File: src/design/ifc_pkg.sv
// Shared types, constants and helper functions for the incremental fuzzy controller.
package ifc_pkg;

  localparam int DataW  = 32;
  localparam int WideW  = 36;
  localparam int MuW    = 21;
  localparam int NumW   = 56;
  localparam int WsumW  = 24;
  localparam int StepW  = 6;
  localparam int CfgIdxW = 3;

  localparam logic [MuW-1:0] MU_ONE = MuW'(1 << 20);

  localparam logic [CfgIdxW-1:0] REG_ERROR_HW   = 3'd0;
  localparam logic [CfgIdxW-1:0] REG_DIFF_HW    = 3'd1;
  localparam logic [CfgIdxW-1:0] REG_SECOND_HW  = 3'd2;
  localparam logic [CfgIdxW-1:0] REG_SCALE      = 3'd3;
  localparam logic [CfgIdxW-1:0] REG_OUT_NEG    = 3'd4;
  localparam logic [CfgIdxW-1:0] REG_OUT_ZERO   = 3'd5;
  localparam logic [CfgIdxW-1:0] REG_OUT_POS    = 3'd6;

  localparam logic [1:0] LBL_N = 2'd0;
  localparam logic [1:0] LBL_Z = 2'd1;
  localparam logic [1:0] LBL_P = 2'd2;

  localparam logic [StepW-1:0] FUZZ_STEPS = 6'd20;
  localparam logic [StepW-1:0] DEFUZZ_STEPS = 6'd32;

  typedef struct packed {
    logic             start;
    logic [StepW-1:0] steps;
    logic [WideW-1:0] hi;
    logic [DataW-1:0] lo;
    logic [WideW-1:0] den;
  } div_req_t;

  function automatic logic signed [DataW-1:0] sat32(input logic signed [WideW-1:0] v);
    logic signed [DataW-1:0] r;
    if (v > 36'sh0_7FFF_FFFF) r = 32'sh7FFF_FFFF;
    else if (v < -36'sh0_8000_0000) r = 32'sh8000_0000;
    else r = v[DataW-1:0];
    return r;
  endfunction

  function automatic logic [1:0] rule_label(input logic [1:0] de, input logic [1:0] ee);
    logic [1:0] r;
    case (de)
      LBL_N:   r = (ee == LBL_P) ? LBL_P : LBL_N;
      LBL_Z:   r = ee;
      default: r = (ee == LBL_N) ? LBL_N : LBL_P;
    endcase
    return r;
  endfunction

endpackage

File: src/design/ifc_divider.sv
// Restoring divider, one quotient bit per cycle.
module ifc_divider (
  input  logic             clk,
  input  logic             rst,
  input  ifc_pkg::div_req_t req,
  output logic             done,
  output logic [ifc_pkg::DataW-1:0] quot
);
  import ifc_pkg::*;

  logic             busy;
  logic [StepW-1:0] cnt;
  logic [WideW:0]   rem;
  logic [DataW-1:0] low;
  logic [WideW-1:0] den;
  logic [WideW:0]   trial;
  logic             ge;

  assign trial = {rem[WideW-1:0], low[DataW-1]};
  assign ge    = trial >= {1'b0, den};

  always_ff @(posedge clk) begin
    if (rst) begin
      busy <= 1'b0;
      done <= 1'b0;
      cnt  <= '0;
    end else begin
      done <= 1'b0;
      if (req.start) begin
        busy <= 1'b1;
        cnt  <= req.steps;
        rem  <= {1'b0, req.hi};
        low  <= req.lo;
        den  <= req.den;
        quot <= '0;
      end else if (busy) begin
        rem  <= ge ? (trial - {1'b0, den}) : trial;
        quot <= {quot[DataW-2:0], ge};
        low  <= {low[DataW-2:0], 1'b0};
        cnt  <= cnt - 1'b1;
        if (cnt == 6'd1) begin
          busy <= 1'b0;
          done <= 1'b1;
        end
      end
    end
  end

  a_start_busy: assert property (@(posedge clk) disable iff (rst) req.start |=> busy)
    else $error("divider not busy after start");
  a_done_idle: assert property (@(posedge clk) disable iff (rst) done |-> !busy)
    else $error("divider done while busy");
  a_last_done: assert property (@(posedge clk) disable iff (rst)
    (busy && !req.start && cnt == 6'd1) |=> done)
    else $error("divider missed done");

endmodule

File: config.mk
export PLATFORM = sky130hd
export DESIGN_NAME = ifc_divider
export DESIGN_NICKNAME = d
export VERILOG_FILES = /design/src/design/ifc_pkg.sv /design/src/design/ifc_divider.sv
export SDC_FILE = /design/constraint.sdc
export NUM_CORES = 1
export LEC_CHECK = 0
export BUFFER_PORTS_ARGS = -buffer_cell sky130_fd_sc_hd__buf_2
export CAP_MARGIN = 20
export CORE_MARGIN = 1
export CORE_UTILIZATION = 50
export CTS_CLUSTER_DIAMETER = 80
export DETAILED_ROUTE_END_ITERATION = 10
export GPL_TIMING_DRIVEN = 0
export HOLD_SLACK_MARGIN = 0.05
export PLACE_DENSITY_LB_ADDON = 0.08
export SLEW_MARGIN = 20
export SYNTH_ARGS = -nofsm -noshare
export SYNTH_HDL_FRONTEND = slang
export SYNTH_SLANG_ARGS = --single-unit
export TNS_END_PERCENT = 50
File: constraint.sdc
create_clock -name clk -period 6.1 [get_ports clk]
set_input_delay 1.22 -clock clk [delete_from_list [all_inputs] [get_ports clk]]
set_output_delay 1.22 -clock clk [all_outputs]
set_load 0.005 [all_outputs]
==> results of run 1 <==
per-stage QoR:
step	instances	area, um^2	total power (uW)
floorplan	708	8000	1700
global placement	1062	8980	1870
detailed placement	1067	9120	1890
CTS	1099	9710	2950
global route	1100	9720	3080
finish	1102	9720	2940
layer usage:
metal  vias up  global-route usage [%]
met1      2875                    29.6
met2       212                    41.0
met5         -                       0
met3        39                    8.07
met4         2                    10.7
li1       2926                       -
logic make-up after synthesis:
kind of cell               after synthesis  synth area share, %
muxes                                   51                 7.13
DFF                                    144                 53.1
adders and majority gates               39                 6.19
buffers and inverters                   72                 3.75
xor gates and xnor gates                34                 3.72
AOI/OAI and AO/OA                      161                 13.3
and+or+nand+nor                        207                 12.8
state kept, by name (all words and copies together), names as in the netlist:
| register | flops |
|---|---|
| busy | 1 |
| cnt | 6 |
| den | 36 |
| done | 1 |
| low | 32 |
| quot | 32 |
| rem | 36 |
critical path: stages (launching register included):
cell and delay [ps]:
edfxtp_1 380, inv_1 70, ha_1 180, inv_1 60, fa_1 400, a21o_1 220
a221o_1 400, a221oi_4 470, a21oi_1 170, nor3_1 480, nor2_1 120, xnor2_1 150
mux2i_1 170, o21ai_1 80
power groups by stage:
| stage | sequential (uW) | combinational [uW] | clock (uW) |
|---|---|---|---|
| CTS | 1210 | 664 | 1080 |
| global placement | 1240 | 635 | 0 |
| floorplan | 1230 | 474 | 0 |
| global route | 1220 | 740 | 1110 |
| finish | 1210 | 666 | 1060 |
| detailed placement | 1230 | 660 | 0 |
cell usage in the layout (no fill, tap or decap), drive strengths merged, types with 5 or more instances in the layout:
cell,n
a21o,8
a21oi,71
a221oi,5
buf,157
clkbuf,34
dfxtp,8
edfxtp,136
ha,38
inv,55
mux2,48
nand2,49
nand2b,5
nand3,8
nor2,62
nor2b,45
nor3,13
nor3b,5
o21a,6
o21ai,28
o21bai,8
o31ai,6
o41ai,5
xnor2,23
xor2,11
final cells by class:
class / count / area (um^2) / area share (%)
timing repair buffer: 148 / 838 / 8.62
clock inverter: 14 / 168 / 1.72
multi-input combinational: 492 / 3470 / 35.7
sequential: 144 / 4240 / 43.7
antenna: 3 / 7.51 / 0.0772
tap: 211 / 264 / 2.72
inverter: 47 / 176 / 1.81
buffer: 25 / 124 / 1.27
clock buffer: 18 / 429 / 4.41
worst max path at each step:
| stage | start | cells past startpoint | end |
|---|---|---|---|
| floorplan | req[110] | 4 | low[0] |
| global placement | req[110] | 4 | quot[20] |
| detailed placement | req[110] | 6 | quot[20] |
| CTS | low[31] | 13 | rem[26] |
| global route | low[31] | 13 | rem[26] |
| finish | low[31] | 13 | rem[26] |
==> results.toml, run 1 <==
[routing]
route.detailed.vias_per_inst = 5.49
route.detailed.drc = 0
drt-total-wl_mm = 19.1
route.detailed.wl_per_inst_um = 17.4
detail-route-antenna-nets = 0
met3_wirelength_mm = 1.53
routedLengthMet1_mm = 7.91
first_iter_violations = 500
highest-signal-layer = "met5"
routed-wl-met2_mm = 9.17
route.vias.total = 6054
detail_route.first_pass.iterations = 5

[cts]
clk_transition_reported_paths_ps = 60
cts_resized = 0
worst_skew_pair.late_latency_ps = 430
setup_buffers_after_cts = 0
clock_path_buffers = 2
cts_hold_buf = 0
tritoncts.num_buffers = 17
clkSinkCount = 144
root_buffer_master = "clkbuf_16"
cts_tree = "yes"
maximum_level_of_the_cts_h_tree = 4

[sta]
setup_violations = 0
hold_slack_ps = 553
final_max_slew_viol_count = 0
max_slew.worst_pin.slew_ps = 786
finClkSkew_ps = 9.10
totalNegativeSetupSlack_ps = 0
hold_viol = 0
worst_setup_margin_ps = 2460
fin_crit_ps = 3640
setup_repair_after_global_routing_missed_its_margin = "false"
maxClockFrequency_mhz = 275
slew_headroom_pct = 47.6
final_min_period_over_clock_period_pct = 59.6

[critical_path]
cp.required_ps = 6260
rr_startpoint = "low[31]"
worstPathArrival_ps = 3790
worstPathMaxFanout = 6
worst-setup-path-type = "flip-flop to flip-flop"
r2r.worst_path.cells = 13
timing.critical_path.from_type = "flip-flop"
critical_path.endpoint_type = "flip-flop"
worst_r2r_endpoint = "rem[26]"
reg2reg_slack_ps = 2460

[power]
p_sw_share_pct = 28.9
cellPowerDensity_nw_per_um2 = 303
seqPwrFrac_pct = 41.3
ir_worst_vdd_mv = 0.201
internal_power_uw = 2090
static-leakage-power_uw = 0.00393
share_comb_of_total_power_pct = 22.7
share_clk_of_total_power_pct = 36.0
switchingPower_uw = 850

[logic_synthesis]
postSynthAreaPerCell_um2 = 11.3
synth_common_cells = "136 x edfxtp_1, 69 x a21oi_1, 62 x nor2_1, 49 x nand2_1, 48 x mux2_2"
synth.ff_latch_count = 144
synth_top_cells_by_area = "edfxtp_1 51%, mux2_2 6.8%, ha_1 5.9%"
synth.net_count = 860
synth_most_common_cell = "edfxtp_1"
synthDistinctLibCells = 61
synth.cell_area_um2 = 8000
syn-instance-count = 708
ys_warn_count = 0
synth-seq-area-share_pct = 53.1
post-synth-top-area-cell = "edfxtp_1"
synth_edf_count = 136
synth-async-reset-ratio_pct = 0
postSynth.topFlopCell = "edfxtp_1"
synth_top_cell_area_share_pct = 51.1

[global_route]
grt_first_pass_wirelength_mm = 30.9
pin_count_of_the_biggest_net_entering_global_routing = 29
overflow_left_after_global_routing = 0
globalRouteTotalUtil_pct = 24.8
antenna_violations_before_repair = 4
first_global_vias = 6184

[min_path]
min-delay-start = "low[15]"
worstHoldPathType = "flip-flop to flip-flop"
timing.hold.worst_endpoint = "low[16]"
hold_depth = 1

[placement]
place.gp.congestion = 0.930
estimated_wirelength_of_the_detail_placed_design_mm = 14.1
setup_ws_pre_cts_ps = 2470
port_buffers = 143

[flow_run]
max_cap_violations = 0

[floorplan]
core_um2 = 15400
io_pins = 146
initial_core_util_pct = 51.8
fp.dieW_um = 128
row_count = 45
design.die.area_um2 = 16500
chipHeight_um = 128

[finish]
synthToLayoutAreaGrowth_pct = 21.5
final_net_count = 1027
postLayoutCoreUtil_pct = 63.0
post_route_cells_drive_above_1_share_pct = 27.9
final.fill_count = 1308

[outcome]
run_status = "complete, no violations"
Note: power is estimated with default switching activity, not from simulation.
==> run 2, diff against run 1 <==
ABC_AREA = 1   (was not set)
clock period = 3.8 ns   (was 6.1 ns; I/O delays follow)
==> results.toml, run 2 <==
[finish]
largest_registers = "den (36), rem (36)"
post_route_cells_drive_above_1_share_pct = 16.1
synthToLayoutAreaGrowth_pct = 19.5
design_area_um2 = 10800
final_cell_mix = "461 x nand2_1, 186 x inv_1, 149 x buf_2, 136 x edfxtp_1, 82 x nor2_1"
final.fill_count = 1621
most_frequent_standard_cell_in_the_layout_excluding_fill_and_tap_cells = "nand2_1"
final_net_count = 1481

[sta]
totalNegativeSetupSlack_ps = 0
setup_repair_after_global_routing_missed_its_margin = "false"
final_max_slew_viol_count = 0
worst_setup_margin_ps = 1060
fin_crit_ps = 2740
max_slew.worst_pin.slew_ps = 771
final_min_period_over_clock_period_pct = 72.1
slew_headroom_pct = 48.6
hold_viol = 0
setup_violations = 0
maxClockFrequency_mhz = 365
finClkSkew_ps = 14.8

[logic_synthesis]
syn-instance-count = 1162
main_combinational_cell_family_by_area_after_synthesis = "simple AND/OR/NAND/NOR gates"
synth_edf_count = 136
ys_warn_count = 0
postSynthAreaPerCell_um2 = 7.74
synth.cell_area_um2 = 8990
post_synth_fa_ha_maj_area_fraction_pct = 5.51
synth.net_count = 1314
synth_xor_xnor_area_share_pct = 1.95
synth.ff_latch_count = 144
synth_most_common_cell = "nand2_1"
synth-async-reset-ratio_pct = 0
synth_compound_gate_area_share_pct = 3.23
area_fraction_in_and_or_nand_and_nor_cells_after_synthesis_pct = 32.5
postSynth.topFlopCell = "edfxtp_1"
post-synth-top-area-cell = "edfxtp_1"
synth-seq-area-share_pct = 47.2
synth_top_cell_area_share_pct = 45.4
synthDistinctLibCells = 40
synth_top_cells_by_area = "edfxtp_1 45%, nand2_1 19%, inv_1 7.8%"
synth_common_cells = "461 x nand2_1, 186 x inv_1, 136 x edfxtp_1, 84 x nor2_1, 65 x nand3_1"
synth.area.mux_share_pct = 0

[critical_path]
r2r.worst_path.cells = 12
worst_path_max_delay_cell = "edfxtp_1"
worst-setup-path-type = "flip-flop to flip-flop"
critical_path.endpoint_type = "flip-flop"
timing.critical_path.from_type = "flip-flop"
path_buf_inv = 2
worstPathArrival_ps = 2910
critPathTopFamily = "compound AO/OA/AOI/OAI gates"
rr_startpoint = "rem[27]"
reg2reg_slack_ps = 1060
worstPathMaxFanout = 10
crit_path_max_incr_delay_ps = 400
cp.required_ps = 3980
worst_r2r_endpoint = "rem[14]"
cp_cell_sequence = "ha_1, a21oi_1, inv_1, a21oi_1, nand2_1, a21oi_2, nand2_2, nand2_4, buf_2, nand3b_1, nand3_1, nand2_1"

[placement]
place.gp.congestion = 0.942
setup_ws_pre_cts_ps = 985
post_place_instance_area_um2 = 10100
port_buffers = 143
estimated_wirelength_of_the_detail_placed_design_mm = 17.7

[cts]
worst_skew_pair.late_latency_ps = 430
setup_buffers_after_cts = 0
clk_transition_reported_paths_ps = 70
cts_hold_buf = 0
tritoncts.num_buffers = 17
maximum_level_of_the_cts_h_tree = 4
clock_path_buffers = 2
root_buffer_master = "clkbuf_16"
cts_resized = 0
clkSinkCount = 144
cts_tree = "yes"

[floorplan]
fp.dieW_um = 136
initial_core_util_pct = 51.6
chipHeight_um = 136
core_um2 = 17400
io_pins = 146
design.die.area_um2 = 18500
row_count = 48

[min_path]
worstHoldPathType = "input port to flip-flop"
min-delay-start = "req[7]"
hold_depth = 1
timing.hold.worst_endpoint = "den[7]"

[global_route]
overflow_left_after_global_routing = 0
grt_first_pass_wirelength_mm = 37.3
first_global_vias = 7677
met1_usage_in_global_routing_pct = 33.2
global_route.usage.met3_pct = 6.71
pin_count_of_the_biggest_net_entering_global_routing = 29
grt.busiest_layer = "met2"
globalRouteTotalUtil_pct = 26.2
antenna_violations_before_repair = 0
gr-usage-met2_pct = 43.5

[routing]
route.detailed.vias_per_inst = 4.92
detail-route-antenna-nets = 0
detail_route.first_pass.iterations = 5
first_iter_violations = 454
drt-total-wl_mm = 23.0
route.detailed.drc = 0
route.detailed.wl_per_inst_um = 14.7
route.vias.total = 7710

[outcome]
run_status = "complete, no violations"

[flow_run]
max_cap_violations = 0

[power]
ir_worst_vdd_mv = 0.307
cellPowerDensity_nw_per_um2 = 455
static-leakage-power_uw = 0.00545
[run 2: cell count changes after synthesis, sizes merged, moves of 18 or more]
cell	change
inv	+144
nor2b	-45
a21oi	-44
nor2	+27
o21ai	-18
mux2	-48
nand2	+420
nand3	+58
nand3b	+37
[run 2: power breakdown]
part / internal, uW / switching [uW]
sequential: 1890 / 49.1
combinational: 436 / 733
clock: 1000 / 786
total: 3330 / 1570
[run 2: stage by stage]
step	hold WS, ps	utilization [%]	std cells	total power (uW)
after floorplan	463	-	1162	2780
after global placement	478	57.4	1530	3110
after detailed placement	485	58.2	1535	3140
after CTS	488	61.7	1567	4920
after global routing	478	61.7	1567	5160
final	501	61.7	1568	4900
[run 2: cell type report]
| cell class | count | area (um^2) | share of cell area, % |
|---|---|---|---|
| inverter | 191 | 717 | 6.67 |
| clock buffer | 17 | 425 | 3.96 |
| buffer | 29 | 150 | 1.40 |
| multi-input combinational | 798 | 3900 | 36.3 |
| clock inverter | 15 | 193 | 1.79 |
| timing repair buffer | 148 | 838 | 7.80 |
| sequential | 144 | 4240 | 39.5 |
| antenna | 1 | 2.50 | 0.0233 |
| tap | 225 | 282 | 2.62 |
[run 2: metal layers]
layer	vias up	part of all wire, %
li1	3995	-
met1	3459	45
met2	218	46
met3	38	6.5
met4	0	1.9
met5	-	0
[run 2: logic make-up (layout without fill, tap and decap cells)]
group	after synthesis	after routing
and+or+nand+nor	688	688
buffers and inverters	220	400
DFF	144	144
AOI/OAI and AO/OA	51	51
adders and majority gates	39	39
xor gates and xnor gates	20	20
other	0	1
[run 2: how the worst max path moves through the flow]
| stage | cells after the start | end | startpoint |
|---|---|---|---|
| floorplan | 4 | den[0] | req[110] |
| global placement | 4 | den[21] | req[110] |
| detailed placement | 5 | den[21] | req[110] |
| CTS | 12 | rem[29] | rem[18] |
| global route | 12 | rem[11] | rem[27] |
| finish | 12 | rem[14] | rem[27] |
==> run 3, diff against run 2 <==
clock period = 2.4 ns   (was 3.8 ns; I/O delays follow)
==> results.toml, run 3 (same netlist as run 2, synthesis figures left out) <==
[sta]
hold_slack_ps = 208
hold_viol = 0
final_min_period_over_clock_period_pct = 99.6
final_max_slew_viol_count = 0
finClkSkew_ps = 17.1
slew_headroom_pct = 56.1
fin_crit_ps = 2390
totalNegativeSetupSlack_ps = 0
maxClockFrequency_mhz = 418
setup_repair_after_global_routing_missed_its_margin = "true"
setup_violations = 0
max_slew.worst_pin.slew_ps = 657

[global_route]
first_global_vias = 7803
grt_first_pass_wirelength_mm = 37.6
pin_count_of_the_biggest_net_entering_global_routing = 27
antenna_violations_before_repair = 0
overflow_left_after_global_routing = 0
globalRouteTotalUtil_pct = 26.7

[cts]
maximum_level_of_the_cts_h_tree = 4
cts_hold_buf = 0
clkSinkCount = 144
tritoncts.num_buffers = 17
worst_skew_pair.late_latency_ps = 440
clk_transition_reported_paths_ps = 80
cts_tree = "yes"
root_buffer_master = "clkbuf_16"
clock_path_buffers = 2

[placement]
port_buffers = 143
estimated_wirelength_of_the_detail_placed_design_mm = 17.7
placed_cells = 1535
place.gp.congestion = 0.930

[power]
static-leakage-power_uw = 0.00580
overall_power_uw = 8130
cellPowerDensity_nw_per_um2 = 686
ir_worst_vdd_mv = 0.538

[critical_path]
timing.critical_path.from_type = "flip-flop"
critical_path.endpoint_type = "flip-flop"
worst-setup-path-type = "flip-flop to flip-flop"
reg2reg_slack_ps = 10
worstPathMaxFanout = 7
worst_r2r_endpoint = "rem[16]"
worstPathArrival_ps = 2570
r2r.worst_path.cells = 13
cp.required_ps = 2580
rr_startpoint = "rem[16]"

[finish]
final.fill_count = 1467
final_cell_mix = "430 x nand2_1, 181 x inv_1, 147 x buf_2, 136 x edfxtp_1, 73 x nor2_1"
synthToLayoutAreaGrowth_pct = 31.6
largest_registers = "den (36), rem (36)"
postLayoutCoreUtil_pct = 68.0
final_net_count = 1518
most_frequent_standard_cell_in_the_layout_excluding_fill_and_tap_cells = "nand2_1"
post_route_cells_drive_above_1_share_pct = 25.4
layout.cells.non_filler = 1605

[routing]
drt-total-wl_mm = 25.1
route.detailed.wl_per_inst_um = 15.6
detail_route.first_pass.iterations = 5
route.detailed.drc = 0
routedLengthMet1_mm = 11.1
detail-route-antenna-nets = 0
routed-wl-met2_mm = 11.8
route.detailed.vias_per_inst = 5.03
first_iter_violations = 493
route.vias.total = 8077
met3_wirelength_mm = 1.30
highest-signal-layer = "met4"

[flow_run]
max_cap_violations = 0

[min_path]
timing.hold.worst_endpoint = "den[24]"
min-delay-start = "req[24]"
worstHoldPathType = "input port to flip-flop"
hold_depth = 1

[floorplan]
initial_core_util_pct = 51.6
design.die.area_um2 = 18500
fp.dieW_um = 136
chipHeight_um = 136
core_um2 = 17400
io_pins = 146
row_count = 48

[outcome]
run_status = "complete, no violations"
## run 3: routing by layer
layer / global-route usage [%] / vias to the layer above
met3: 5.41 / 57
met2: 45.0 / 227
met5: 0 / -
met4: 9.57 / 0
met1: 33.9 / 3709
li1: - / 4084
## run 3: timing repair
item	4_1_cts	5_1_grt
setup buffers	6	26
endpoints found under the hold margin	0	0
gates resized for setup	37	102
pin swaps	3	35
cloned	0	5
endpoints found under the setup margin	37	37
## run 3: worst max-delay path by stage
stage / start / to / slack (ps) / cells past startpoint
after floorplan: req[110] / low[0] / -170 / 3
after global placement: rst / rem[16] / -930 / 2
after detailed placement: rem[27] / rem[14] / -290 / 12
after CTS: rem[17] / rem[33] / -4 / 14
after global routing: rem[16] / rem[16] / -80 / 13
final: rem[16] / rem[16] / 10 / 13
## run 3: worst max-delay path, cell delays in order (launching register included)
cell and delay (ps):
edfxtp_1 450, ha_4 330, nand2_2 90, nor2_4 150, nand2_2 100, nor3_4 220
nand2_4 90, nand2_4 100, nand2_8 100, nand2_8 150, clkbuf_16 160, nand2_1 60
nand3_1 70, nand2_1 60
## run 3: area by class of cell
type	instances	area [um^2]	area share, %
well taps	225	282	2.38
repair buffers	184	1190	10.0
clock buffers	17	425	3.59
flip-flops and latches	144	4240	35.8
multi-input cells	799	4590	38.8
clock inverters	15	166	1.41
plain buffers	29	225	1.90
inverters	191	717	6.05
diodes	1	2.50	0.0211
## run 3: metrics by stage
step           setup WS [ps]  area [um^2]
5_1_grt                -83.1        11800
6_report                10.1        11800
2_1_floorplan           -173         9030
3_3_place_gp            -928        10000
4_1_cts                -4.45        11100
3_5_place_dp            -288        10200
## run 3: report_power, final
group	leakage, uW	internal, uW	switching (uW)	total (uW)
registers	0.00137	2990	100	3090
clock network	0.000292	1480	1230	2710
logic	0.00413	975	1350	2320
total	0.00580	5450	2680	8130
